===== src/rtl/core/complex_arithmetic_unit_defines.svh =====
// ----------------------------------------------------------------------------
// complex arithmetic unit assertion macros
// shared concurrent assertion wrappers, empty when SYNTH is defined
// ----------------------------------------------------------------------------
`ifndef COMPLEX_ARITHMETIC_UNIT_DEFINES_SVH
`define COMPLEX_ARITHMETIC_UNIT_DEFINES_SVH
`ifndef SYNTH
`define CAU_ASSERT(lbl, prop) \
  lbl: assert property (@(posedge clk_i) disable iff (!rst_ni) prop) \
    else $error("complex arithmetic unit assertion failed");
`define CAU_ASSERT_NEVER(lbl, prop) \
  `CAU_ASSERT(lbl, !(prop))
`else
`define CAU_ASSERT(lbl, prop)
`define CAU_ASSERT_NEVER(lbl, prop)
`endif
`endif


===== src/rtl/core/cau_pkg.sv =====
// ----------------------------------------------------------------------------
// complex arithmetic unit package
// shared constants, codes and item types
// ----------------------------------------------------------------------------
package cau_pkg;

  localparam int CAU_FRAC_BITS   = 16;
  localparam int DATA_W          = 32;
  localparam int DIV_STEPS       = 32;
  localparam int CAU_QUEUE_DEPTH = 4;

  typedef enum logic [1:0] {
    OP_ADD,
    OP_SUB,
    OP_MUL,
    OP_DIV
  } op_e;

  typedef enum logic [1:0] {
    ST_OK,
    ST_DIV_ZERO,
    ST_OVERFLOW
  } status_e;

  typedef struct packed {
    op_e                      op;
    logic                     div_zero;
    logic signed [DATA_W-1:0] ar;
    logic signed [DATA_W-1:0] ai;
    logic signed [DATA_W-1:0] br;
    logic signed [DATA_W-1:0] bi;
  } item_t;

endpackage


===== src/rtl/core/cau_front.sv =====
// ----------------------------------------------------------------------------
// complex arithmetic unit front end
// accepts items, flags zero divisors and queues them for the back end
// ----------------------------------------------------------------------------
`include "complex_arithmetic_unit_defines.svh"

module cau_front (
  input  logic                              clk_i,
  input  logic                              rst_ni,
  input  logic                              in_valid_i,
  output logic                              in_stall_o,
  input  logic [1:0]                        opcode_i,
  input  logic signed [cau_pkg::DATA_W-1:0] a_real_i,
  input  logic signed [cau_pkg::DATA_W-1:0] a_imag_i,
  input  logic signed [cau_pkg::DATA_W-1:0] b_real_i,
  input  logic signed [cau_pkg::DATA_W-1:0] b_imag_i,
  output cau_pkg::item_t                    item_o,
  output logic                              item_valid_o,
  input  logic                              pop_i
);
  import cau_pkg::*;

  localparam int PtrW = $clog2(CAU_QUEUE_DEPTH);
  localparam int CntW = $clog2(CAU_QUEUE_DEPTH + 1);

  item_t           mem_q [CAU_QUEUE_DEPTH];
  logic [PtrW-1:0] wr_ptr_q, wr_ptr_d, rd_ptr_q, rd_ptr_d;
  logic [CntW-1:0] count_q, count_d;
  logic            push;
  item_t           item_new;

  assign in_stall_o   = (count_q == CntW'(CAU_QUEUE_DEPTH));
  assign push         = in_valid_i && !in_stall_o;
  assign item_valid_o = (count_q != '0);
  assign item_o       = mem_q[rd_ptr_q];

  always_comb begin
    item_new.op       = op_e'(opcode_i);
    item_new.div_zero = (op_e'(opcode_i) == OP_DIV) && (b_real_i == '0) && (b_imag_i == '0);
    item_new.ar       = a_real_i;
    item_new.ai       = a_imag_i;
    item_new.br       = b_real_i;
    item_new.bi       = b_imag_i;
  end

  always_comb begin
    wr_ptr_d = push ? wr_ptr_q + PtrW'(1) : wr_ptr_q;
    rd_ptr_d = pop_i ? rd_ptr_q + PtrW'(1) : rd_ptr_q;
    count_d  = count_q + CntW'(push) - CntW'(pop_i);
  end

  always_ff @(posedge clk_i or negedge rst_ni) begin
    if (!rst_ni) begin
      wr_ptr_q <= '0;
      rd_ptr_q <= '0;
      count_q  <= '0;
    end else begin
      wr_ptr_q <= wr_ptr_d;
      rd_ptr_q <= rd_ptr_d;
      count_q  <= count_d;
    end
  end

  always_ff @(posedge clk_i) begin
    if (push) begin
      mem_q[wr_ptr_q] <= item_new;
    end
  end

endmodule


===== config.mk =====
export PLATFORM = sky130hd
export DESIGN_NAME = cau_front
export DESIGN_NICKNAME = d
export VERILOG_FILES = /design/src/rtl/core/cau_pkg.sv /design/src/rtl/core/cau_front.sv
export VERILOG_INCLUDE_DIRS = /design/src /design/src/rtl/core
export SDC_FILE = /design/constraint.sdc
export NUM_CORES = 1
export LEC_CHECK = 0
export BUFFER_PORTS_ARGS = -buffer_cell sky130_fd_sc_hd__buf_4
export CAP_MARGIN = 5
export CORE_ASPECT_RATIO = 0.7
export CORE_UTILIZATION = 40
export CTS_CLUSTER_DIAMETER = 200
export DETAILED_ROUTE_END_ITERATION = 8
export PLACE_DENSITY = 0.63
export SKIP_CTS_REPAIR_TIMING = 1
export SLEW_MARGIN = 20
export SYNTH_ARGS = -nofsm -noshare
export SYNTH_HDL_FRONTEND = slang
export SYNTH_SLANG_ARGS = --single-unit

===== constraint.sdc =====
create_clock -name clk_i -period 10.7 [get_ports clk_i]
set_input_delay 3.21 -clock clk_i [delete_from_list [all_inputs] [get_ports clk_i]]
set_output_delay 3.21 -clock clk_i [all_outputs]
set_load 0.1 [all_outputs]

Yosys cells after proc, flatten, opt, wreduce, memory -nomap -nowiden. Memories as Yosys holds them, arrays and structs flattened. Index checks and enable logic that the tools add are counted.

Register bits after elaboration: 7. RAM bits: 524. Output and inout port bits: 133. Word-level logic and storage cells: 19. Bits of input ports: 134. Memories: 1.

Memories: mem_q (depth 4, bits a word 131, rd ports 1, clocked after Yosys merged registers in 0, wr ports 1, RTL line cau_front.sv:26) `item_t mem_q [CAU_QUEUE_DEPTH];`.

$add $sub $neg: 4. Reduce and logical (&&, ||, !) cells: 7. Eq/ne operators: 2. Muxes and demuxes: 2.

Operators with widths (count): $logic_not 32->1 (2); $add 2x1->2 const B (2); $add 3x1->3 (1); $eq 3x3->1 const B (1); $logic_and 1x1->1 (3); $reduce_bool 3->1 (1); $sub 3x1->3 (1); $eq 2x2->1 const B (1); $mux 1 (2); $logic_not 1->1 (1).

Longest topological paths before layout.
Word-level depth: 5. Mapped depth: 9. Gate-level depth less buffers: 8.

Worst setup path before layout. OpenSTA, ideal clock, no wires.

Path kind: input to register. From: input in_valid_i. To: memory mem_q[0][0] (netlist bit), enable pin. Arrival: 6646 ps. Cell stages on the path: 3. Path buffers: 1. Required time: 10194 ps. Path slack: 3549 ps. Library setup time: 506 ps. Cells stage by stage: nor2b_1 clkbuf_1 and2_1.

Cells in the longest elaborated chain, start to end: 3.

Ends and longest elaborated chain: start: declaration (RTL line cau_front.sv:10) `input logic in_valid_i,`; $logic_and 1x1->1 (RTL line cau_front.sv:33) `assign push = in_valid_i && !in_stall_o;`; $mux 1 (RTL line cau_front.sv:65) `if (push) begin`; $mux 1 (not written as such) (RTL line cau_front.sv:66) `mem_q[wr_ptr_q] <= item_new;`; end: declaration (RTL line cau_front.sv:26).

Every way passes these cells.

==> impl_metrics.py <==
metrics = {
    "outcome": {
        "status": "finished clean",
    },
    "synth": {
        "syn_area_mm2": 0.0194,
        "ys_top_cells_by_area": "edfxtp_1, mux4_2, dfrtp_1, buf_6, nor4_1",
        "synthCells": 743,
        "ys_seq_elements": 531,
        "syn_nets": 883,
        "avgSynthCellArea_um2": 26.2,
        "synth_top_cell_area_share_pct": 81.0,
        "synth_largest_area_cell": "edfxtp_1",
        "synth_cell_types": 26,
        "yosysSeqAreaShare_pct": 81.9,
        "ys_warn_count": 0,
    },
    "finish": {
        "fin_area_mm2": 0.0238,
        "drive_gt1_share_pct": 44.9,
        "syn_to_final_growth_pct": 22.3,
        "final_common_cell": "edfxtp_1",
        "fin_nets": 1180,
        "final_cell_mix": "edfxtp_1, buf_4, mux4_2, clkbuf_16, nor4_1",
        "fillers": 3833,
    },
    "sta": {
        "maxSlewHeadroom_pct": 30.3,
        "fin_skew_ns": 0.00981,
        "finalMaxSlewViolations": 0,
        "rsz0062_at_grt": "false",
        "setup-violations-final": 0,
        "hold_viol": 0,
        "post-route-period-util_pct": 60.5,
        "max_freq_mhz": 154,
        "fin_tns_setup_ns": 0,
        "tightest_slew_ns": 1.05,
        "fin_crit_ns": 6.48,
    },
    "worst_setup_path": {
        "arrival_ns": 3.27,
        "crit_path_end_kind": "primary output",
        "worstPathMaxFanout": 93,
        "r2r_slack_ns": 7.07,
        "cp-start-kind": "flop",
        "r2r_start": "count_q[2]$_DFF_PN0_",
        "required_ns": 7.49,
        "reg2reg_depth": 5,
        "reg2reg_to": "mem_q[3][120]$_DFFE_PP_",
        "crit_type": "flop to primary output",
    },
    "placement": {
        "portBuffers": 266,
        "detailed_place_hpwl_um": 25200,
        "gp_congestion": 0.733,
        "place_area_mm2": 0.0222,
    },
    "clocking": {
        "insertion_delay_ns": 0.56,
        "cts.clk_slew.worst_paths_ns": 0.06,
        "root_buffer": "clkbuf_16",
        "cts_made_buffers": 49,
        "cts_tree": "done",
        "ctsLongestPathBuffers": 3,
        "htreeDepth": 2,
        "clkSinkCount": 531,
    },
    "detailed_routing": {
        "wl_met3_um": 3000,
        "post_drt_wl_per_cell_um": 23.5,
        "drtPass1Iterations": 5,
        "dr.max_layer_used": "met5",
        "wl_met1_um": 18600,
        "drc": 0,
        "via_per_inst": 5.08,
        "ant_nets": 0,
        "drt-total-wl_um": 40700,
        "drt_iter0_drc": 663,
        "met2WireLength_um": 18600,
        "via_count": 8825,
    },
    "global_routing": {
        "grt_pass1_wl_um": 60400,
        "grt_pass1_vias": 9226,
        "overflow": 0,
        "grt_usage_pct": 16.5,
        "grt_start_max_net_pins": 94,
        "antenna_found_initial": 4,
    },
    "floorplan": {
        "core_mm2": 0.0479,
        "die_h_um": 186,
        "ios": 267,
        "row_count": 67,
        "initial_core_util_pct": 40.6,
        "die_w_um": 265,
        "die-area_mm2": 0.0495,
    },
    "min_path": {
        "min_from": "count_q[0]$_DFF_PN0_",
        "hold_class": "flop to flop",
        "min_path_cells": 1,
        "hold_end": "count_q[0]$_DFF_PN0_",
    },
    "flow_run": {
        "cap_violations": 0,
    },
}
worst max-delay path: stages, from the launching register on:
cell     delay (ns)
dfrtp_4        0.98
buf_12         0.61
mux4_2         0.66
buf_4          0.26
kinds of logic after synthesis:
group                      share of synthesized area [%]
muxes                                               15.2
and+or+nand+nor                                     1.13
xor gates and xnor gates                           0.270
buffers and inverters                               1.09
AOI/OAI and AO/OA                                 0.0257
adders and majority gates                          0.425
DFF                                                 81.9
layout make-up:
class	count	area, µm²	share of cell area, %
multi-input cells	177	3320	14.0
flip-flops and latches	531	15900	67.0
clock inverters	26	249	1.05
diodes	3	7.51	0.0316
clock buffers	63	1320	5.56
repair buffers	277	2110	8.89
well taps	655	820	3.45
inverters	4	15.0	0.0632
worst max-delay path by stage:
stage	start	to	slack, ns	cells past startpoint
global placement	in_valid_i	mem_q[2][83]$_DFFE_PP_	4.35	5
floorplan	in_valid_i	mem_q[0][0]$_DFFE_PP_	3.55	3
global route	rd_ptr_q[0]$_DFFE_PN0P_	item_o[103]	3.97	3
finish	rd_ptr_q[0]$_DFFE_PN0P_	item_o[120]	4.22	3
detailed placement	in_valid_i	mem_q[3][83]$_DFFE_PP_	4.30	5
CTS	rd_ptr_q[0]$_DFFE_PN0P_	item_o[103]	4.09	3
flip-flops by register name, summed over array words and instances (netlist names):
signal    count
mem_q       524
count_q       3
wr_ptr_q      2
rd_ptr_q      2
cells in the mapped netlist (all sizes together):
cell type,n
nor2,1
mux4,131
fa,1
nor4,14
inv,4
nor3,1
dfrtp,7
or4,1
xnor2,4
nand2,2
nor3b,1
and2,4
or3,1
ha,5
o21ai,1
buf,24
clkbuf,7
nand3,1
nor4b,1
nand4,3
and4b,1
xor2,2
edfxtp,524
nor2b,2
routing by layer:
layer	up-vias	global-route usage, %
li1	3821	-
met1	4652	24.7
met2	293	24.4
met3	55	4.33
met4	4	3.22
met5	-	0
through the flow:
step,util [%],setup slack [ns],hold slack (ns),instances
6_report,49.6,4.22,0.547,1736
5_1_grt,49.6,3.97,0.572,1734
4_1_cts,49.6,4.09,0.559,1732
3_5_place_dp,46.3,4.30,0.545,1643
3_3_place_gp,46.3,4.35,0.506,1643
2_1_floorplan,-,3.55,0.495,743
Power is left out: the tool's default activity adds up to more than one toggle a clock period on the data nets, which glitch-free logic cannot reach.
